==> config.mk <==
export PLATFORM = sky130hd
export DESIGN_NAME = mwcd_decide_flat
export DESIGN_NICKNAME = d
export VERILOG_FILES = /design/src/rtl/mwcd_pkg.sv /design/src/rtl/mwcd_out_if.sv /design/src/rtl/mwcd_decide.sv /design/src/flat_wrapper.sv
export SDC_FILE = /design/constraint.sdc
export NUM_CORES = 1
export LEC_CHECK = 0
export ABC_AREA = 1
export BUFFER_PORTS_ARGS = -buffer_cell sky130_fd_sc_hd__buf_2
export CORE_MARGIN = 8
export CORE_UTILIZATION = 49
export DETAILED_ROUTE_END_ITERATION = 10
export PLACE_DENSITY = 0.88
export RECOVER_POWER = 25
export SLEW_MARGIN = 5
export SYNTH_ARGS = -nofsm -noshare
export SYNTH_HDL_FRONTEND = slang
export SYNTH_SLANG_ARGS = --single-unit
==> constraint.sdc <==
create_clock -name clk -period 6 [get_ports clk]
set_clock_uncertainty 0.2 [all_clocks]
set_input_delay 0 -clock clk [delete_from_list [all_inputs] [get_ports clk]]
set_output_delay 0 -clock clk [all_outputs]
set_load 0.01 [all_outputs]
==> src/rtl/mwcd_pkg.sv <==
`timescale 1ns / 1ps
// ----------------------------------------------------------------------------
// mwcd_pkg
// Shared types and constants of the mask window count dilation block.
// ----------------------------------------------------------------------------
package mwcd_pkg;

  localparam int MAX_WIDTH_DEF  = 4096;
  localparam int MAX_RADIUS_DEF = 3;
  localparam int MAX_HEIGHT     = 4096;

  localparam int DIM_W  = 13;
  localparam int KS_W   = 3;
  localparam int TH_W   = 6;
  localparam int CODE_W = 2;
  localparam int IDX_W  = 2;

  localparam logic [DIM_W-1:0] WIDTH_RST  = 13'd640;
  localparam logic [DIM_W-1:0] HEIGHT_RST = 13'd480;
  localparam logic [KS_W-1:0]  KS_RST     = 3'd3;
  localparam logic [TH_W-1:0]  TH_RST     = 6'd0;

  localparam logic [CODE_W-1:0] CODE_MATCH = 2'd0;
  localparam logic [CODE_W-1:0] CODE_DIFF  = 2'd1;

  localparam logic ACT_PIXEL = 1'b0;
  localparam logic ACT_FLUSH = 1'b1;

  typedef enum logic [IDX_W-1:0] {
    REG_WIDTH  = 2'd0,
    REG_HEIGHT = 2'd1,
    REG_KERNEL = 2'd2,
    REG_THRESH = 2'd3
  } reg_idx_t;

  // One pipeline step handed from position control to the window
  typedef struct packed {
    logic              valid;
    logic              emit;
    logic              last;
    logic [CODE_W-1:0] code;
    logic [DIM_W-1:0]  in_row;
  } step_t;

  // Window result handed to the threshold stage
  typedef struct packed {
    logic              valid;
    logic              emit;
    logic              last;
    logic [CODE_W-1:0] center;
  } col_res_t;

endpackage

==> src/rtl/mwcd_out_if.sv <==
`timescale 1ns / 1ps
// ----------------------------------------------------------------------------
// mwcd_out_if
// Cleaned mask pixel output channel.
// ----------------------------------------------------------------------------
interface mwcd_out_if import mwcd_pkg::*; ();
  logic              valid;
  logic              ready;
  logic [CODE_W-1:0] out_code;
  logic              last_pixel;

  modport source (output valid, out_code, last_pixel, input ready);
  modport sink   (input valid, out_code, last_pixel, output ready);
endinterface

==> src/rtl/mwcd_decide.sv <==
`timescale 1ns / 1ps
// ----------------------------------------------------------------------------
// mwcd_decide
// Window sum, threshold test and output register.
// ----------------------------------------------------------------------------
module mwcd_decide import mwcd_pkg::*; #(
  parameter int MAX_RADIUS = MAX_RADIUS_DEF,
  localparam int NR    = 2 * MAX_RADIUS + 1,
  localparam int CW1   = $clog2(NR + 1),
  localparam int CNT_W = $clog2(NR * NR + 1)
) (
  input  logic                   clk,
  input  logic                   rst_n,
  input  col_res_t               res_i,
  input  logic [NR-1:0][CW1-1:0] cnt_i,
  input  logic [TH_W-1:0]        th_i,
  output logic                   adv_o,
  mwcd_out_if.source             out_if
);

  logic              out_valid_r;
  logic [CODE_W-1:0] out_code_r, code_nxt;
  logic              out_last_r;
  logic [CNT_W-1:0]  sum;

  always_comb begin
    sum = '0;
    for (int k = 0; k < NR; k++) begin
      sum = sum + CNT_W'(cnt_i[k]);
    end
    code_nxt = res_i.center;
    if (res_i.center == CODE_MATCH && int'(sum) > int'(th_i)) begin
      code_nxt = CODE_DIFF;
    end
  end

  // hold while the result waits for a transfer
  assign adv_o = !out_valid_r || out_if.ready;

  always_ff @(posedge clk) begin
    if (!rst_n) begin
      out_valid_r <= 1'b0;
    end else if (adv_o) begin
      out_valid_r <= res_i.valid && res_i.emit;
    end
  end

  always_ff @(posedge clk) begin
    if (adv_o) begin
      out_code_r <= code_nxt;
      out_last_r <= res_i.last;
    end
  end

  assign out_if.valid      = out_valid_r;
  assign out_if.out_code   = out_code_r;
  assign out_if.last_pixel = out_last_r;

endmodule

==> src/flat_wrapper.sv <==
// flat-port wrapper written by rule: the top's interface ports become plain ports
module mwcd_decide_flat import mwcd_pkg::*;
#(
  parameter int MAX_RADIUS = MAX_RADIUS_DEF,
  localparam int NR    = 2 * MAX_RADIUS + 1,
  localparam int CW1   = $clog2(NR + 1),
  localparam int CNT_W = $clog2(NR * NR + 1)
)
  (clk, rst_n, res_i, cnt_i, th_i, adv_o, out_if_valid, out_if_out_code, out_if_last_pixel, out_if_ready);
  mwcd_out_if out_if_i ();
  input  logic clk;
  input  logic rst_n;
  input  col_res_t res_i;
  input  logic [NR-1:0][CW1-1:0] cnt_i;
  input  logic [TH_W-1:0] th_i;
  output logic adv_o;
  output wire logic [$bits(out_if_i.valid)-1:0] out_if_valid;
  output wire logic [$bits(out_if_i.out_code)-1:0] out_if_out_code;
  output wire logic [$bits(out_if_i.last_pixel)-1:0] out_if_last_pixel;
  input wire logic [$bits(out_if_i.ready)-1:0] out_if_ready;
  assign out_if_valid = out_if_i.valid;
  assign out_if_out_code = out_if_i.out_code;
  assign out_if_last_pixel = out_if_i.last_pixel;
  assign out_if_i.ready = out_if_ready;
  mwcd_decide #(.MAX_RADIUS(MAX_RADIUS)) u_core (.clk(clk), .rst_n(rst_n), .res_i(res_i), .cnt_i(cnt_i), .th_i(th_i), .adv_o(adv_o), .out_if(out_if_i));
endmodule
==> reports/metrics.cfg <==
[outcome]
status=finished, final reports clean

[logic_synthesis]
ys_async_sr_fraction=0
ys_top_cells_by_count=37 x inv_1, 15 x nand2_1, 14 x ha_1
netlist_area_sq_um=811
synth-edff-count=3
ys.flop_type=edfxtp_1
yosys_register_bits=4
yosysTopAreaCell=fa_1
yosysMostFrequentCell=inv_1
syn_nets=157
syn_inst=95
synth_area_per_cell_sq_um=8.53
synth_cell_type_count=12
ys_seq_area_frac=0.136
synth_top_area_share=0.321
ys_warn_count=0
netlist_top_cells_area=fa_1 32%, ha_1 22%, inv_1 17%

[critical_path]
worstPathArrival_ns=4.01
path_cells=buf_2 > ha_1 > fa_1 > xor2_1 > fa_1 > inv_1 > fa_1 > fa_1 > inv_1 > ha_1 > fa_1 > xor2_1 > ha_1 > nand2_1 > nor2_2 > a21oi_1 > nand2_1 > nand2_1
reg2reg_to=u_core.out_if.valid$_SDFFE_PN0P_
cp_slowest_cell=fa_1
critPathLaunchType=input port
endpoint=u_core.out_if.out_code[0]$_SDFFCE_PP1P_
ff2ff_setup_slack_ns=4.54
endpoint_kind=register
reg2reg_depth=3
r2r-start=u_core.out_if.valid$_SDFFE_PN0P_
crit_fanout=2
worstPathRequired_ns=5.80
cp_num_cells=18
max_stage_delay_ns=0.55
cpMostUsedCell=fa_1
crit_type=input port to register
cp_num_buf_inv=3
crit_family=adder cells
crit_start=cnt_i[0]

[sta]
period_share=0.701
setup_viol=0
relSlewSlack=0.875
setup_tns_ns=0
hold_viol=0
fin_ws_ns=1.79
worst_pin_slew_ns=0.187
rsz0062_at_grt=no
maxSlewViolCount=0
fmax_ghz=0.238
post-route-min-period_ns=4.21

[global_routing]
grt-ovfl-total=0
grt_pass1_wl_mm=3.57
grt_use_total=0.136
grt_pass1_vias=932
grt_max_degree=6
antenna_found_initial=0

[power]
p_total_uw=315
p_leak_nw=0.692
p_per_area_nw_per_um2=285
peakVddDrop_mv=0.167

[clock_network]
clk-insertion-delay-late_ns=0.24
path_clk_slew_ns=0.05
cts-buffers-inserted=3
cts.htree.levels=1
clockBufferDepth=2
cts_sinks=4
post-cts-setup-buffers=0
cts_hold_buf=6
root_buffer=clkbuf_4
cts_resized=0
cts_tree=yes

[detailed_routing]
drt_pre_antenna_iters=4
drt_iter0_markers=25
drt-vias-per-instance=4.70
drcViolationCount=0
via_count=748
ant_nets=0
wl_per_cell_um=12.7
drt_wl_total_mm=2.03

[floorplanning]
dieArea_sq_um=3210
dieHeight_um=56.7
start_util=0.532
rows=14
coreArea_sq_um=1520
ios=40
chipWidth_um=56.7

[final_layout]
area_growth_pct=36.4
n_antenna_cell=0
seqCellArea_sq_um=110
fin_area_sq_um=1110
layout-drive-gt1-share=0.287
fillerInstances=118
final_nets=206
multiInputGateArea_sq_um=558

[placed_design]
dpl-instance-area_sq_um=1020
gp_congestion=0.743
place_ws_ns=1.58
dp_hpwl_mm=1.67
port_buffers=39

[flow_run]
maxCapViolations=0

[min_path]
min_path_type=input port to register
hp-start=th_i[5]

## registers in the layout, indices dropped and copies added (netlist names)
signal / count
u_core.out_if.last_pixel: 1
u_core.out_if.out_code: 2
u_core.out_if.valid: 1
## metrics by stage
stage / hold slack [ns] / util / instances
after floorplan: -0.101 / - / 95
after CTS: 0.121 / 0.727 / 159
after global routing: 0.198 / 0.726 / 159
final: 0.154 / 0.726 / 159
after detailed placement: -0.0201 / 0.671 / 149
after global placement: -0.0237 / 0.671 / 149
## layout make-up
class	instances	area share
repair buffers	45	0.229
clock buffers	4	0.0238
multi-input cells	53	0.505
inverters	37	0.126
well taps	16	0.0181
flip-flops and latches	4	0.0995
## where the power goes
part           leakage [nW]  switching, mW  total [mW]  internal [mW]
registers            0.0393        0.00114      0.0359         0.0347
logic                 0.638          0.136       0.240          0.105
clock network        0.0150         0.0138      0.0389         0.0251
## layer usage
| metal | up-vias | share of wire | routed length [um] | GRT usage |
|---|---|---|---|---|
| met2 | 28 | 0.59 | 1200 | 0.266 |
| met5 | - | 0 | 0 | 0 |
| met1 | 347 | 0.33 | 671 | 0.120 |
| li1 | 369 | - | - | - |
| met4 | 0 | 0.017 | 34 | 0.0584 |
| met3 | 4 | 0.057 | 115 | 0.0427 |
## how the worst min path moves through the flow
stage / end / slack, ns / depth (start not counted)
after floorplan: u_core.out_if.last_pixel$_DFFE_PP_ / -0.10 / 0
final: u_core.out_if.out_code[0]$_SDFFCE_PP1P_ / 0.15 / 7
after global placement: u_core.out_if.last_pixel$_DFFE_PP_ / -0.02 / 1
after global routing: u_core.out_if.out_code[0]$_SDFFCE_PP1P_ / 0.20 / 7
after detailed placement: u_core.out_if.last_pixel$_DFFE_PP_ / -0.02 / 1
after CTS: u_core.out_if.out_code[0]$_SDFFCE_PP1P_ / 0.12 / 7
## cells by family (layout without fill, tap and decap cells)
family          after synthesis  count (layout)  share of synthesized area
buf+inv                      38              86                      0.176
fa+ha+maj                    27              27                      0.537
simple gates                 19              19                     0.0957
compound gates                5               5                     0.0340
flops                         4               4                      0.136
xor+xnor                      2               2                     0.0216
## worst register-to-register path, delay by kind of cell, from the launching register on
| kind | cells | cell delay, ns |
|---|---|---|
| compound gates | 1 | 0.17 |
| buf+inv | 1 | 0.57 |
| flops | 1 | 0.33 |
| simple gates | 1 | 0.14 |
## cells in the final DEF (no fill, tap or decap)
cell type,n
nor2_2,1
clkbuf_1,3
nand3_1,3
a21boi_0,1
inv_1,37
edfxtp_1,3
dfxtp_1,1
clkbuf_4,3
ha_1,14
fa_1,13
a21oi_1,4
dlygate4sd3_1,6
xor2_1,2
nand2_1,15
buf_2,37
No activity file was read; power rests on OpenSTA's default activity.
