File: src/rtl/mwcd_pkg.sv
`timescale 1ns / 1ps
// ----------------------------------------------------------------------------
// mwcd_pkg
// Shared types and constants of the mask window count dilation block.
// ----------------------------------------------------------------------------
package mwcd_pkg;

  localparam int MAX_WIDTH_DEF  = 4096;
  localparam int MAX_RADIUS_DEF = 3;
  localparam int MAX_HEIGHT     = 4096;

  localparam int DIM_W  = 13;
  localparam int KS_W   = 3;
  localparam int TH_W   = 6;
  localparam int CODE_W = 2;
  localparam int IDX_W  = 2;

  localparam logic [DIM_W-1:0] WIDTH_RST  = 13'd640;
  localparam logic [DIM_W-1:0] HEIGHT_RST = 13'd480;
  localparam logic [KS_W-1:0]  KS_RST     = 3'd3;
  localparam logic [TH_W-1:0]  TH_RST     = 6'd0;

  localparam logic [CODE_W-1:0] CODE_MATCH = 2'd0;
  localparam logic [CODE_W-1:0] CODE_DIFF  = 2'd1;

  localparam logic ACT_PIXEL = 1'b0;
  localparam logic ACT_FLUSH = 1'b1;

  typedef enum logic [IDX_W-1:0] {
    REG_WIDTH  = 2'd0,
    REG_HEIGHT = 2'd1,
    REG_KERNEL = 2'd2,
    REG_THRESH = 2'd3
  } reg_idx_t;

  // One pipeline step handed from position control to the window
  typedef struct packed {
    logic              valid;
    logic              emit;
    logic              last;
    logic [CODE_W-1:0] code;
    logic [DIM_W-1:0]  in_row;
  } step_t;

  // Window result handed to the threshold stage
  typedef struct packed {
    logic              valid;
    logic              emit;
    logic              last;
    logic [CODE_W-1:0] center;
  } col_res_t;

endpackage

File: src/rtl/mwcd_in_if.sv
`timescale 1ns / 1ps
// ----------------------------------------------------------------------------
// mwcd_in_if
// Mask pixel input channel.
// ----------------------------------------------------------------------------
interface mwcd_in_if import mwcd_pkg::*; ();
  logic              valid;
  logic              ready;
  logic              action;
  logic [CODE_W-1:0] pixel_code;

  modport source (output valid, action, pixel_code, input ready);
  modport sink   (input valid, action, pixel_code, output ready);
endinterface

File: src/rtl/mwcd_cfg_if.sv
`timescale 1ns / 1ps
// ----------------------------------------------------------------------------
// mwcd_cfg_if
// Register write channel.
// ----------------------------------------------------------------------------
interface mwcd_cfg_if import mwcd_pkg::*; ();
  logic             valid;
  logic             ready;
  logic [IDX_W-1:0] index;
  logic [DIM_W-1:0] data;

  modport source (output valid, index, data, input ready);
  modport sink   (input valid, index, data, output ready);
endinterface

File: src/rtl/mwcd_ctrl.sv
`timescale 1ns / 1ps
// ----------------------------------------------------------------------------
// mwcd_ctrl
// Configuration registers and input/output raster position tracking.
// ----------------------------------------------------------------------------
module mwcd_ctrl import mwcd_pkg::*; #(
  parameter int MAX_WIDTH  = MAX_WIDTH_DEF,
  parameter int MAX_RADIUS = MAX_RADIUS_DEF,
  localparam int COL_W = $clog2(MAX_WIDTH),
  localparam int WID_W = COL_W + 1,
  localparam int NR    = 2 * MAX_RADIUS + 1,
  localparam int RM_W  = $clog2(NR),
  localparam int RAD_W = $clog2(MAX_RADIUS + 1),
  localparam int POS_W = $clog2(MAX_WIDTH * MAX_HEIGHT) + 2
) (
  input  logic              clk,
  input  logic              rst_n,
  mwcd_in_if.sink           in_if,
  mwcd_cfg_if.sink          cfg_if,
  input  logic              adv_i,
  output step_t             step_o,
  output logic              wr_o,
  output logic [COL_W-1:0]  col_o,
  output logic [RM_W-1:0]   rmod_o,
  output logic [RAD_W-1:0]  rad_o,
  output logic [DIM_W-1:0]  hgt_o,
  output logic [TH_W-1:0]   th_o
);

  logic [DIM_W-1:0] img_w_r, img_w_nxt;
  logic [DIM_W-1:0] img_h_r, img_h_nxt;
  logic [KS_W-1:0]  ks_r, ks_nxt;
  logic [TH_W-1:0]  th_r, th_nxt;
  logic [COL_W-1:0] in_col_r, in_col_nxt;
  logic [DIM_W-1:0] in_row_r, in_row_nxt;
  logic [RM_W-1:0]  rmod_r, rmod_nxt;
  logic [COL_W-1:0] out_col_r, out_col_nxt;
  logic [DIM_W-2:0] out_row_r, out_row_nxt;
  logic [POS_W-1:0] pos_r, pos_nxt;

  logic [WID_W-1:0] w_eff;
  logic [DIM_W-1:0] h_eff;
  logic [KS_W-1:0]  half_ks;
  logic [RAD_W-1:0] r_eff;
  logic [POS_W-1:0] lag;
  logic             in_frame, take, emit, last, in_eol, out_eol;

  always_comb begin
    if (img_w_r == '0) begin
      w_eff = WID_W'(1);
    end else if (32'(img_w_r) > MAX_WIDTH) begin
      w_eff = WID_W'(MAX_WIDTH);
    end else begin
      w_eff = WID_W'(img_w_r);
    end
    if (img_h_r == '0) begin
      h_eff = DIM_W'(1);
    end else if (32'(img_h_r) > MAX_HEIGHT) begin
      h_eff = DIM_W'(MAX_HEIGHT);
    end else begin
      h_eff = img_h_r;
    end
    half_ks = ks_r >> 1;
    if (32'(half_ks) > MAX_RADIUS) begin
      r_eff = RAD_W'(MAX_RADIUS);
    end else begin
      r_eff = RAD_W'(half_ks);
    end
  end

  assign lag      = POS_W'(r_eff) * POS_W'(w_eff) + POS_W'(r_eff);
  assign in_frame = in_row_r < h_eff;
  assign take     = in_if.valid && adv_i && !(in_frame && in_if.action == ACT_FLUSH);
  assign emit     = pos_r >= lag;
  assign in_eol   = WID_W'(in_col_r) == w_eff - WID_W'(1);
  assign out_eol  = WID_W'(out_col_r) == w_eff - WID_W'(1);
  assign last     = emit && out_eol && (DIM_W'(out_row_r) == h_eff - DIM_W'(1));

  always_comb begin
    img_w_nxt   = img_w_r;
    img_h_nxt   = img_h_r;
    ks_nxt      = ks_r;
    th_nxt      = th_r;
    in_col_nxt  = in_col_r;
    in_row_nxt  = in_row_r;
    rmod_nxt    = rmod_r;
    out_col_nxt = out_col_r;
    out_row_nxt = out_row_r;
    pos_nxt     = pos_r;
    if (cfg_if.valid) begin
      case (reg_idx_t'(cfg_if.index))
        REG_WIDTH:  img_w_nxt = cfg_if.data;
        REG_HEIGHT: img_h_nxt = cfg_if.data;
        REG_KERNEL: ks_nxt    = cfg_if.data[KS_W-1:0];
        REG_THRESH: th_nxt    = cfg_if.data[TH_W-1:0];
        default:    img_w_nxt = img_w_r;
      endcase
    end
    if (cfg_if.valid || (take && last)) begin
      // restart frame position; stored rows stay
      in_col_nxt  = '0;
      in_row_nxt  = '0;
      rmod_nxt    = '0;
      out_col_nxt = '0;
      out_row_nxt = '0;
      pos_nxt     = '0;
    end else if (take) begin
      pos_nxt = pos_r + POS_W'(1);
      if (in_eol) begin
        in_col_nxt = '0;
        in_row_nxt = in_row_r + DIM_W'(1);
        rmod_nxt   = (rmod_r == RM_W'(NR - 1)) ? '0 : rmod_r + RM_W'(1);
      end else begin
        in_col_nxt = in_col_r + COL_W'(1);
      end
      if (emit) begin
        if (out_eol) begin
          out_col_nxt = '0;
          out_row_nxt = out_row_r + (DIM_W-1)'(1);
        end else begin
          out_col_nxt = out_col_r + COL_W'(1);
        end
      end
    end
  end

  always_ff @(posedge clk) begin
    if (!rst_n) begin
      img_w_r   <= WIDTH_RST;
      img_h_r   <= HEIGHT_RST;
      ks_r      <= KS_RST;
      th_r      <= TH_RST;
      in_col_r  <= '0;
      in_row_r  <= '0;
      rmod_r    <= '0;
      out_col_r <= '0;
      out_row_r <= '0;
      pos_r     <= '0;
    end else begin
      img_w_r   <= img_w_nxt;
      img_h_r   <= img_h_nxt;
      ks_r      <= ks_nxt;
      th_r      <= th_nxt;
      in_col_r  <= in_col_nxt;
      in_row_r  <= in_row_nxt;
      rmod_r    <= rmod_nxt;
      out_col_r <= out_col_nxt;
      out_row_r <= out_row_nxt;
      pos_r     <= pos_nxt;
    end
  end

  assign in_if.ready  = adv_i;
  assign cfg_if.ready = 1'b1;

  assign step_o.valid  = take;
  assign step_o.emit   = emit;
  assign step_o.last   = last;
  assign step_o.code   = in_if.pixel_code;
  assign step_o.in_row = in_row_r;
  assign wr_o          = take && in_frame;
  assign col_o         = in_col_r;
  assign rmod_o        = rmod_r;
  assign rad_o         = r_eff;
  assign hgt_o         = h_eff;
  assign th_o          = th_r;

endmodule

File: src/flat_wrapper.sv
// flat-port wrapper written by rule: the top's interface ports become plain ports
module mwcd_ctrl_flat import mwcd_pkg::*;
#(
  parameter int MAX_WIDTH  = MAX_WIDTH_DEF,
  parameter int MAX_RADIUS = MAX_RADIUS_DEF,
  localparam int COL_W = $clog2(MAX_WIDTH),
  localparam int WID_W = COL_W + 1,
  localparam int NR    = 2 * MAX_RADIUS + 1,
  localparam int RM_W  = $clog2(NR),
  localparam int RAD_W = $clog2(MAX_RADIUS + 1),
  localparam int POS_W = $clog2(MAX_WIDTH * MAX_HEIGHT) + 2
)
  (clk, rst_n, adv_i, step_o, wr_o, col_o, rmod_o, rad_o, hgt_o, th_o, in_if_valid, in_if_action, in_if_pixel_code, in_if_ready, cfg_if_valid, cfg_if_index, cfg_if_data, cfg_if_ready);
  mwcd_in_if in_if_i ();
  mwcd_cfg_if cfg_if_i ();
  input  logic clk;
  input  logic rst_n;
  input  logic adv_i;
  output step_t step_o;
  output logic wr_o;
  output logic [COL_W-1:0] col_o;
  output logic [RM_W-1:0] rmod_o;
  output logic [RAD_W-1:0] rad_o;
  output logic [DIM_W-1:0] hgt_o;
  output logic [TH_W-1:0] th_o;
  input wire logic [$bits(in_if_i.valid)-1:0] in_if_valid;
  input wire logic [$bits(in_if_i.action)-1:0] in_if_action;
  input wire logic [$bits(in_if_i.pixel_code)-1:0] in_if_pixel_code;
  output wire logic [$bits(in_if_i.ready)-1:0] in_if_ready;
  input wire logic [$bits(cfg_if_i.valid)-1:0] cfg_if_valid;
  input wire logic [$bits(cfg_if_i.index)-1:0] cfg_if_index;
  input wire logic [$bits(cfg_if_i.data)-1:0] cfg_if_data;
  output wire logic [$bits(cfg_if_i.ready)-1:0] cfg_if_ready;
  assign in_if_i.valid = in_if_valid;
  assign in_if_i.action = in_if_action;
  assign in_if_i.pixel_code = in_if_pixel_code;
  assign in_if_ready = in_if_i.ready;
  assign cfg_if_i.valid = cfg_if_valid;
  assign cfg_if_i.index = cfg_if_index;
  assign cfg_if_i.data = cfg_if_data;
  assign cfg_if_ready = cfg_if_i.ready;
  mwcd_ctrl #(.MAX_WIDTH(MAX_WIDTH), .MAX_RADIUS(MAX_RADIUS)) u_core (.clk(clk), .rst_n(rst_n), .in_if(in_if_i), .cfg_if(cfg_if_i), .adv_i(adv_i), .step_o(step_o), .wr_o(wr_o), .col_o(col_o), .rmod_o(rmod_o), .rad_o(rad_o), .hgt_o(hgt_o), .th_o(th_o));
endmodule
File: config.mk
export PLATFORM = sky130hd
export DESIGN_NAME = mwcd_ctrl_flat
export DESIGN_NICKNAME = d
export VERILOG_FILES = /design/src/rtl/mwcd_pkg.sv /design/src/rtl/mwcd_in_if.sv /design/src/rtl/mwcd_cfg_if.sv /design/src/rtl/mwcd_ctrl.sv /design/src/flat_wrapper.sv
export SDC_FILE = /design/constraint.sdc
export NUM_CORES = 1
export LEC_CHECK = 0
export BUFFER_PORTS_ARGS = -buffer_cell sky130_fd_sc_hd__buf_4
export CORE_ASPECT_RATIO = 1.75
export CORE_MARGIN = 5
export CORE_UTILIZATION = 57
export DETAILED_ROUTE_END_ITERATION = 7
export GPL_TIMING_DRIVEN = 0
export MAX_ROUTING_LAYER = met4
export PLACE_DENSITY = 0.82
export SLEW_MARGIN = 20
export SYNTH_ARGS = -nofsm -noshare
export SYNTH_HDL_FRONTEND = slang
export SYNTH_SLANG_ARGS = --single-unit
File: constraint.sdc
create_clock -name clk -period 17.7 [get_ports clk]
set_input_delay 5.31 -clock clk [delete_from_list [all_inputs] [get_ports clk]]
set_output_delay 5.31 -clock clk [all_outputs]
set_load 0.01 [all_outputs]
==> metrics.md, run 1 <==
| Metric | Value |
|---|---|
| Clk slew on worst S/H paths | ~0.10 ns |
| TritonCTS clock tree | built |
| Diode count | 0 |
| Fin crit share | approximately 71% |
| WS Path Type | register to output port |
| FMAX | a little under 80 MHz |
| Cts repair resizes | 0 |
| Die height | between 150 and 200 microns |
| Gr usage total | 32.8% |
| Initial antenna violation count | 0 |
| CTS Buffer Depth | 2 |
| Share of cells above drive strength 1 | 11.3% |
| Fin crit period | 12.65 ns |
| Synth Flop Type | dfxtp_1 |
| Fin nets | roughly 1.3k |
| Core ar. | roughly 15000 sq um |
| Final setup viols | 0 |
| Root Driver | clkbuf_16 |
| Sequential-to-total area share from yosys stat | about a quarter |
| Area grow syn2layout | 12.9% |
| Row cnt | 59 |
| Synth area leaders | dfxtp_1 26%, ha_1 8.4%, nand2_1 5.2% |
| Switching share of power | roughly 31% |
| Delay of the slowest critical-path stage | 0.59 ns |
| Initial core utilization | between 50% and 60% |
| Max Fanout on Critical Path | 9 |
| Skew-Pair Late Insertion Delay | between 0.3 and 0.4 ns |
| Cell taking the most area after synthesis | dfxtp_1 |
| Post-synth ARST share | 0% |
| H-tree depth | 3 |
| Hold_ws | 0.499 ns |
| Clock share of power | between 30% and 40% |
| Crit-path leading delay family | simple AND/OR/NAND/NOR gates |
| Slew @ Worst Pin | 1.17 ns |
| Dpl ws | 5.23 ns |
| Gate power share | 15.4% |
| Drt first-iter violations | around 510 |
| Seq cells post-synth | 112 |
| Die Wd | ~100 microns |
| Port Buffer Count | 76 |
| Hold/Removal Path Class | register to register |
| Fin Setup TNS | 0 ns |
| CP dominant cell by count | nor2_1 |
| Post-CTS Setup Bufs | 0 |
| Flop pwr share | a little under half |
| VDD IR max | ~58 uV |
| Detailed Route WL | approximately 28 mm |
| Outcome | complete, no violations |
| Buf/Inv on CP | 4 |
| RSZ-0062 raised after global routing | no |
| P_leak | 3.88 nW |
| Post-DP HPWL | between 20 and 25 mm |
| GR Overflow Total | 0 |
| Antenna-violating nets left | 0 |
| Share of the synthesized area in the top cell type | between 20% and 30% |
| Wire per inst | between 20 and 25 microns |
| First-pass GRT wire length | around 45 mm |
| Final hold violations | 0 |
| Cell Area, Synth | 8690 sq um |
| Switch Pwr | 178 uW |
| Number of cells on the critical path | 28 |
| Number of flops mapped to enable cells by yosys | 0 |
| Most frequent cells after synthesis | 121 x nand2_1, 112 x dfxtp_1, 98 x nor2_1 |
| # DRC | 0 |
| Num CTS Buffers | 9 |
| Syn_area_per_cell | 7.67 sq um |
| Pin count of the biggest net entering global routing | 24 |
| Worst setup margin | between 5 and 6 ns |
| Via count | roughly 9k |
| Number of global-route vias before repair | about 8.8k |
| Syn nets | between 1k and 1.5k |
| I/O pins | 80 |
| Critical-path top delay cell | or4_1 |
| Routability cong. | 1.08 |
| WP data arrival | 7.34 ns |
| Relative max-transition margin | a little over a fifth |
| Internal power | a little under 400 uW |
| Worst Hold Depth | 2 |
| Worst reg2reg path depth | 28 |
| CTS sink count | between 100 and 150 |
| Drt pass-1 iters | 5 |
| Max cap viols | 0 |
| Power per cell area | 58.0 nW/um^2 |
| Vias per inst | around 6.4 |
| Syn Inst Count | between 1k and 1.5k |
| Clock Skews | approximately 0.018 ns |
| Yosys cell types | 84 |
| Worst Setup End Kind | output port |
| CP required | 12.39 ns |
| Count leader, synth | nand2_1 |
| Yosys warns | 0 |
| Fin. max-slew vios | 0 |
| Crit start category | register |
| Die area | around 18000 sq um |
| Hold-fix buffers, CTS | 0 |
[per-layer routing]
layer / GRT usage (%) / wire length (microns)
met1: 33.1 / 9690
met2: 55.9 / 14800
met3: 3.87 / 1290
met4: 24.0 / 2430
met5: - / 0
[registers in the layout, summed over array words and instances (netlist names)]
register and cells:
u_core.out_row_r 12, u_core.img_w_r 13, u_core.in_row_r 13, u_core.rmod_o 3, u_core.th_o 6, u_core.ks_r 2
u_core.img_h_r 13, u_core.pos_r 26, u_core.out_col_r 12, u_core.col_o 12
[cell type report]
cell class,instances,area [sq um]
Sequential cell,112,2240
Buffer,74,327
Clock inverter,7,88.8
Tap cell,183,229
Multi-Input combinational cell,896,5940
Clock buffer,9,225
Timing Repair Buffer,76,571
Inverter,51,191
Fill cell,1341,5100
[tightest hold or removal path: cells and delay by family (launching register included)]
family | cells | cell delay, ns
flops | 1 | 0.34
compound gates | 2 | 0.12
[through the flow]
| step | cell area, sq um | std cells | utilization [%] | total power, mW |
|---|---|---|---|---|
| after floorplan | 8690 | 1133 | - | 0.319 |
| after global placement | 9490 | 1392 | 63.6 | 0.349 |
| after detailed placement | 9500 | 1392 | 63.7 | 0.350 |
| after CTS | 9810 | 1408 | 65.8 | 0.567 |
| after global routing | 9810 | 1408 | 65.8 | 0.590 |
| final | 9810 | 1408 | 65.8 | 0.569 |
[power groups by stage]
| stage | clock network [mW] | registers [mW] | logic, mW |
|---|---|---|---|
| 2_1_floorplan | 0 | 0.263 | 0.0556 |
| 3_3_place_gp | 0 | 0.264 | 0.0846 |
| 3_5_place_dp | 0 | 0.265 | 0.0853 |
| 4_1_cts | 0.223 | 0.259 | 0.0860 |
| 5_1_grt | 0.235 | 0.259 | 0.0955 |
| 6_report | 0.222 | 0.259 | 0.0874 |
[cells by family (layout without fill, tap and decap cells)]
logic type | count (synthesis) | count (layout) | synth area share (%)
AO/OA/AOI/OAI | 226 | 226 | 18.4
XOR/XNOR | 79 | 79 | 7.96
adder cells (fa/ha/maj) | 60 | 60 | 8.81
buffers and inverters | 125 | 217 | 5.96
flip-flops | 112 | 112 | 25.8
multiplexers | 17 | 17 | 1.99
other | 1 | 1 | 0.0431
AND/OR/NAND/NOR | 513 | 513 | 31.1
[placed cells by master, fill, tap and decap left out, types with 8 or more instances in the layout]
cell type	count
a21boi_0	21
a21o_1	9
a21oi_1	58
a31oi_1	8
and2_1	19
and3_1	14
and4_1	8
buf_1	8
buf_4	83
clkbuf_1	51
clkbuf_16	9
dfxtp_1	112
ha_1	58
inv_1	47
mux2i_1	15
nand2_1	121
nand2b_1	11
nand3_1	38
nand3b_1	14
nand4_1	34
nor2_1	98
nor2b_1	17
nor3_1	44
nor4_1	28
o211ai_1	9
o21ai_0	24
o31ai_1	14
or3_1	16
or4_1	19
xnor2_1	47
xor2_1	32
[worst paths after layout]
path | slack [ns] | to | start
worst min-delay path | 0.50 | u_core.out_row_r[6] | u_core.out_row_r[6]
worst max-delay path | 5.05 | step_o[15] | u_core.img_w_r[1]
worst max register to register | 9.63 | u_core.out_row_r[8] | u_core.img_w_r[1]
worst min register to register | 0.50 | u_core.out_row_r[6] | u_core.out_row_r[6]
(Power assumes the default switching activity.)
==> inputs of run 2 (changes only) <==
ABC_AREA = 1   (was not set)
CORE_UTILIZATION = 55   (was 57)
PLACE_DENSITY = 0.83   (was 0.82)
clock period = 11 ns   (was 17.7 ns; I/O delays follow)
==> run 2 against run 1 <==
Net effect:
- routed wire length is 13% lower
- non-clock buffer count shrank 32
- first-iteration DRC count fell by 16%
- critical path depth increased by 7
- hold slack worse by 0.048 ns
- global-route usage is 5.2 points lower
- sequential power is 63% higher
- clock skew shrank 0.0013 ns
- largest cell class unchanged
==> metrics.md, run 2 <==
| Metric | Value |
|---|---|
| Root Driver | clkbuf_16 |
| WP data arrival | 6.26 ns (-1.08 ns) |
| Fin nets | 1520 (+17%) |
| Wire per inst | 15.1 microns (-25%) |
| Gr busiest metal | met2 |
| Final hold violations | 0 (unchanged) |
| First-pass GRT wire length | 40.2 mm (-11%) |
| Critical-path top delay cell | fa_1 |
| Area grow syn2layout | 13.4% |
| Drt first-iter violations | 428 (-16%) |
| Die Wd | 104 microns (+0.16%) |
| Max FFs per register | 26 (unchanged) |
| Worst setup path start | u_core.img_w_r[4] |
| P_leak | 4.34 nW (+12%) |
| VDD IR max | 71.0 uV (+23%) |
| Core ar. | 15000 sq um (+0.49%) |
| Final setup viols | 0 (unchanged) |
| Seq cells post-synth | 112 (unchanged) |
| Overall power | 950 uW (+67%) |
| Worst Setup End Kind | output port |
| Fin. max-slew vios | 0 (unchanged) |
| Biggest register | u_core.pos_r |
| Met3 GRT Util | 3.28% (-0.59 points) |
| Number of global-route vias before repair | 8580 (-2.3%) |
| Commonest cells after routing, fill and taps aside | 308 x nand2_1, 214 x nor2_1, 181 x inv_1 |
| Met1 Usage GRT | 27.1% (-6.0 points) |
| Routability cong. | 1.01 (-6.6%) |
| Number of flops mapped to enable cells by yosys | 0 (unchanged) |
| Met2 Track Usage GR | 49.9% (-6.0 points) |
| Antenna-violating nets left | 0 (unchanged) |
| Yosys cell types | 43 (-49%) |
| CTS sink count | 112 (unchanged) |
| Drt pass-1 iters | 6 (+1) |
| Placed instance area | 9220 sq um (-3.0%) |
| Most frequent cells after synthesis | 308 x nand2_1, 214 x nor2_1, 181 x inv_1 |
| Sequential-to-total area share from yosys stat | 26.6% (+0.84 points) |
| Power per cell area | 99.6 nW/um^2 (+72%) |
| Most common cell after layout, fill and taps aside | nand2_1 |
| Slew @ Worst Pin | 0.609 ns (-0.558 ns) |
| Relative max-transition margin | 59.0% (+37 points) |
| Vias per inst | 5.52 (-13%) |
| TritonCTS clock tree | built |
| Initial core utilization | 56.2% (-2.1 points) |
| Syn_area_per_cell | 6.23 sq um (-19%) |
| Detailed Route WL | 24.5 mm (-13%) |
| Hold-fix buffers, CTS | 0 (unchanged) |
| Die height | 174 microns (+0.17%) |
| Hold/Removal Path Class | register to register |
| CTS Buffer Depth | 2 (unchanged) |
| Synth area leaders | dfxtp_1 27%, nand2_1 14%, nor2_1 9.5% |
| Clock Skews | 0.0163 ns (-0.00131 ns) |
| # DRC | 0 (unchanged) |
| RR Startpoint | u_core.img_w_r[4] |
| Post-synth ARST share | 0% (unchanged) |
| Share of the synthesized area in the top cell type | 26.6% (+0.84 points) |
| Final Cell Area | 9540 sq um (-2.7%) |
| Cell taking the most area after synthesis | dfxtp_1 |
| Die area | 18000 sq um (+0.33%) |
| FMAX | ~100 MHz |
| Outcome | complete, no violations |
| Pin count of the biggest net entering global routing | 20 (-17%) |
| GR Overflow Total | 0 (unchanged) |
| CP required | 7.70 ns (-4.69 ns) |
| Diode count | 0 (unchanged) |
| WS Path Type | register to output port |
| I/O pins | 80 (unchanged) |
| Hold Startpoint | u_core.th_o[3] |
| Num CTS Buffers | 9 (unchanged) |
| Clk slew on worst S/H paths | 0.09 ns (about the same) |
| Syn Inst Count | 1350 (+19%) |
| Cts repair resizes | 0 (unchanged) |
| Yosys warns | 0 (unchanged) |
| Max cap viols | 0 (unchanged) |
| Fin crit share | between 80% and 90% |
| Count leader, synth | nand2_1 |
| Row cnt | 59 (unchanged) |
| H-tree depth | 3 (unchanged) |
| Via count | 8974 (+0.12%) |
| Gr usage total | 27.6% (-5.2 points) |
| Initial antenna violation count | 0 (unchanged) |
| Dpl ws | 1.90 ns (-3.33 ns) |
| Cell Area, Synth | 8420 sq um (-3.2%) |
| Skew-Pair Late Insertion Delay | 0.36 ns (about the same) |
| Max Fanout on Critical Path | 9 (unchanged) |
| Crit start category | register |
| Synth Flop Type | dfxtp_1 |
| Worst setup margin | 1.44 ns (-3.61 ns) |
| Post-DP HPWL | 19.5 mm (-12%) |
| RSZ-0062 raised after global routing | no |
| Delay of the slowest critical-path stage | 0.51 ns (-0.08 ns) |
| CP dominant cell by count | nand2_1 |
| Syn nets | 1433 (+18%) |
| Share of cells above drive strength 1 | 9.71% (-1.6 points) |
| Post-CTS Setup Bufs | 0 (unchanged) |
| Fin crit period | approximately 9.6 ns |
| Port Buffer Count | 76 (unchanged) |
| Fin Setup TNS | 0 ns (unchanged) |
==> run 2: cell count changes after synthesis, sizes merged, moves of 17 or more <==
cell,delta
nand2,+194
inv,+136
nor2,+123
nand3,+91
o21ai,+45
clkbuf,-34
xnor2,-33
a21boi,-21
or4,-21
nor4,-20
and2,-18
nor2b,-17
==> run 2: routing by layer <==
metal	wire, microns	up-vias
met2	12900	329
met1	8690	4028
met4	1660	0
met3	1280	118
li1	-	4499
met5	0	-
==> run 2: area by class of cell <==
type	instances	area, sq um
Buffer	42	243
Clock buffer	11	253
Clock inverter	5	73.8
Fill cell	1396	5440
Inverter	185	694
Multi-Input combinational cell	1011	5240
Sequential cell	112	2240
Tap cell	183	229
Timing Repair Buffer	76	571
==> run 2: power breakdown <==
| group | internal (mW) | switching, mW | total [mW] |
|---|---|---|---|
| Clock | 0.194 | 0.174 | 0.369 |
| Combinational | 0.0579 | 0.103 | 0.161 |
| Sequential | 0.412 | 0.00905 | 0.421 |
==> run 2: logic make-up after synthesis <==
logic type | synth area share (%)
AND/OR/NAND/NOR | 37.6
buffers and inverters | 11.1
AO/OA/AOI/OAI | 9.50
flip-flops | 26.6
adder cells (fa/ha/maj) | 9.10
XOR/XNOR | 5.93
other | 0.0446
==> run 2: critical path: cells and delay by family, from the launching register on <==
kind,cells,cell delay [ns]
and+or+nand+nor,21,2.80
adders and majority gates,4,1.45
AOI/OAI and AO/OA,4,0.61
buffers and inverters,5,0.46
DFF,1,0.43
xor gates and xnor gates,1,0.14
==> run 2: metrics by stage <==
stage | hold WS (ns) | std cells | util, %
2_1_floorplan | 0.444 | 1350 | -
3_3_place_gp | 0.434 | 1609 | 61.5
3_5_place_dp | 0.444 | 1609 | 61.5
4_1_cts | 0.455 | 1625 | 63.7
5_1_grt | 0.474 | 1625 | 63.7
6_report | 0.451 | 1625 | 63.7
==> run 2: worst paths after layout <==
kind,end,slack (ns),cells after the start
worst min-delay path,u_core.th_o[3],0.45,2
worst max register to register,u_core.rmod_o[2],4.68,37
worst max-delay path,step_o[15],1.44,35
worst min register to register,u_core.th_o[3],0.45,2
==> inputs of run 3 (changes only) <==
ABC_CLOCK_PERIOD_IN_PS = 11000   (was not set)
BUFFER_PORTS_ARGS = not set   (was -buffer_cell sky130_fd_sc_hd__buf_4)
CORE_UTILIZATION = 57   (was 55)
DONT_BUFFER_PORTS = 1   (was not set)
PLACE_DENSITY = 0.8   (was 0.83)
RECOVER_POWER = 25   (was not set)
==> run 3 against run 2 <==
Net effect:
- global-route usage is 1.7 points higher
- hold slack better by 0.034 ns
- first-iteration DRC count is 2.1% higher
- register-to-register slack better by 0.05 ns
- setup slack better by 0.17 ns
- critical path type unchanged
- largest power group unchanged
- highest routed layer unchanged
==> metrics.md, run 3 (synthesis results as in run 2) <==
| Metric | Value |
|---|---|
| Power per cell area | 103 nW/um^2 (+3.4%) |
| Fin crit share | 85.4% (-1.5 points) |
| Area grow syn2layout | 6.32% |
| WS Path Type | register to output port |
| Clock Skews | 0.00927 ns (-0.00703 ns) |
| Core ar. | 14400 sq um (-3.6%) |
| Die Wd | 102 microns (-1.6%) |
| P_leak | 3.94 nW (-9.2%) |
| Cts repair resizes | 0 (unchanged) |
| Biggest register | u_core.pos_r |
| Fin nets | 1444 (-5.0%) |
| Relative max-transition margin | 57.5% (-1.6 points) |
| Hold-fix buffers, CTS | 0 (unchanged) |
| Antenna-violating nets left | 0 (unchanged) |
| Vias per inst | 5.59 (+1.2%) |
| GR Overflow Total | 0 (unchanged) |
| First-pass GRT wire length | 39.0 mm (-2.9%) |
| Delay of the slowest critical-path stage | 0.52 ns (about the same) |
| Clk slew on worst S/H paths | 0.08 ns (about the same) |
| Footprint of the multi-input gates | 5240 sq um (unchanged) |
| Dpl cells | 1530 (-4.9%) |
| Pin count of the biggest net entering global routing | 19 (-5.0%) |
| Filler cell count | 1464 (+4.9%) |
| Switching share of power | 30.0% (-0.10 points) |
| Fin Setup TNS | 0 ns (unchanged) |
| Share of cells above drive strength 1 | 4.61% (-5.1 points) |
| WP data arrival | 6.09 ns (-0.17 ns) |
| Drt pass-1 iters | 5 (-1) |
| Switch Pwr | 277 uW (-3.4%) |
| Drt first-iter violations | 437 (+2.1%) |
| Gate power share | 16.0% (-0.9 points) |
| CTS Buffer Depth | 2 (unchanged) |
| CP dominant cell by count | nand2_1 |
| Max cap viols | 0 (unchanged) |
| TritonCTS clock tree | built |
| I/O pins | 80 (unchanged) |
| Skew-Pair Late Insertion Delay | 0.36 ns (about the same) |
| Most common cell after layout, fill and taps aside | nand2_1 |
| CP required | 7.70 ns (about the same) |
| Initial core utilization | 58.3% (+2.1 points) |
| Flop pwr share | 45.8% (+1.5 points) |
| Final hold violations | 0 (unchanged) |
| Max FFs per register | 26 (unchanged) |
| Die area | 17400 sq um (-3.2%) |
| Wire per inst | 15.9 microns (+5.2%) |
| Post-DP HPWL | 19.7 mm (+0.98%) |
| Slew @ Worst Pin | 0.630 ns (+0.0207 ns) |
| Diode count | 0 (unchanged) |
| FMAX | 107 MHz (+1.8%) |
| H-tree depth | 3 (unchanged) |
| Fin crit period | 9.39 ns (-0.168 ns) |
| Crit start category | register |
| Via count | 8641 (-3.7%) |
| Row cnt | 58 (-1.7%) |
| Layout Cells excl Fill | 1546 (-4.9%) |
| Worst Setup End Kind | output port |
| CTS sink count | 112 (unchanged) |
| Fin. max-slew vios | 0 (unchanged) |
| Internal power | 644 uW (-2.9%) |
| Commonest cells after routing, fill and taps aside | 308 x nand2_1, 214 x nor2_1, 181 x inv_1 |
| Root Driver | clkbuf_16 |
| Clock share of power | 38.2% (-0.6 points) |
| VDD IR max | 70.1 uV (-1.2%) |
| Number of global-route vias before repair | 8272 (-3.6%) |
| Outcome | complete, no violations |
| Final setup viols | 0 (unchanged) |
| Num CTS Buffers | 9 (unchanged) |
| Post-CTS Setup Bufs | 0 (unchanged) |
| # DRC | 0 (unchanged) |
| Hold/Removal Path Class | register to register |
| Register area | 2240 sq um (unchanged) |
| Die height | 171 microns (-1.7%) |
| Detailed Route WL | 24.5 mm (+0.13%) |
| Gr usage total | 29.2% (+1.7 points) |
| Initial antenna violation count | 0 (unchanged) |
| Max Fanout on Critical Path | 9 (unchanged) |
| RSZ-0062 raised after global routing | no |
| Critical-path top delay cell | fa_1 |
| Port Buffer Count | 0 (-100%) |
| Routability cong. | 1.00 (-0.67%) |
[run 3: cell type report]
class	count	area share, %
sequential	112	25.1
inverter	185	7.76
clock buffer	11	2.71
buffer	42	2.71
tap	180	2.52
multi-input combinational	1011	58.5
clock inverter	5	0.713
[run 3: routing by layer]
metal	vias to the layer above	wire length, microns	GRT usage (%)
met2	306	12900	52.5
met4	0	1690	19.2
met5	-	0	-
li1	4357	-	-
met1	3879	8650	28.4
met3	99	1320	4.32
[run 3: power groups by stage]
| stage | logic [mW] | registers [mW] | clock network [mW] |
|---|---|---|---|
| final | 0.147 | 0.422 | 0.352 |
| after global routing | 0.166 | 0.423 | 0.370 |
| after CTS | 0.146 | 0.422 | 0.355 |
| after detailed placement | 0.145 | 0.431 | 0 |
| after global placement | 0.142 | 0.431 | 0 |
| after floorplan | 0.111 | 0.428 | 0 |
[run 3: final timing paths]
kind,startpoint,to,cells past startpoint,slack (ns)
max,u_core.img_w_r[2],step_o[15],35,1.61
min,u_core.img_w_r[0],u_core.img_w_r[0],2,0.49
max reg2reg,u_core.img_w_r[2],u_core.pos_r[25],38,4.73
min reg2reg,u_core.img_w_r[0],u_core.img_w_r[0],2,0.49
[run 3: worst max-delay path, delay by kind of cell (launching register included)]
kind	cells	cell delay (ns)
AND/OR/NAND/NOR	21	2.63
flip-flops	1	0.30
buffers and inverters	5	0.56
XOR/XNOR	1	0.15
AO/OA/AOI/OAI	4	0.59
adder cells (fa/ha/maj)	4	1.48
[run 3: through the flow]
stage / setup WS, ns / hold slack [ns] / total power [mW] / instance area (sq um) / utilization [%]
global placement: 2.23 / 0.462 / 0.573 / 8640 / 59.8
detailed placement: 2.11 / 0.468 / 0.576 / 8640 / 59.8
finish: 1.61 / 0.485 / 0.921 / 8950 / 62.0
CTS: 1.66 / 0.483 / 0.922 / 8950 / 62.0
floorplan: 2.99 / 0.444 / 0.538 / 8420 / -
global route: 1.09 / 0.524 / 0.959 / 8950 / 62.0
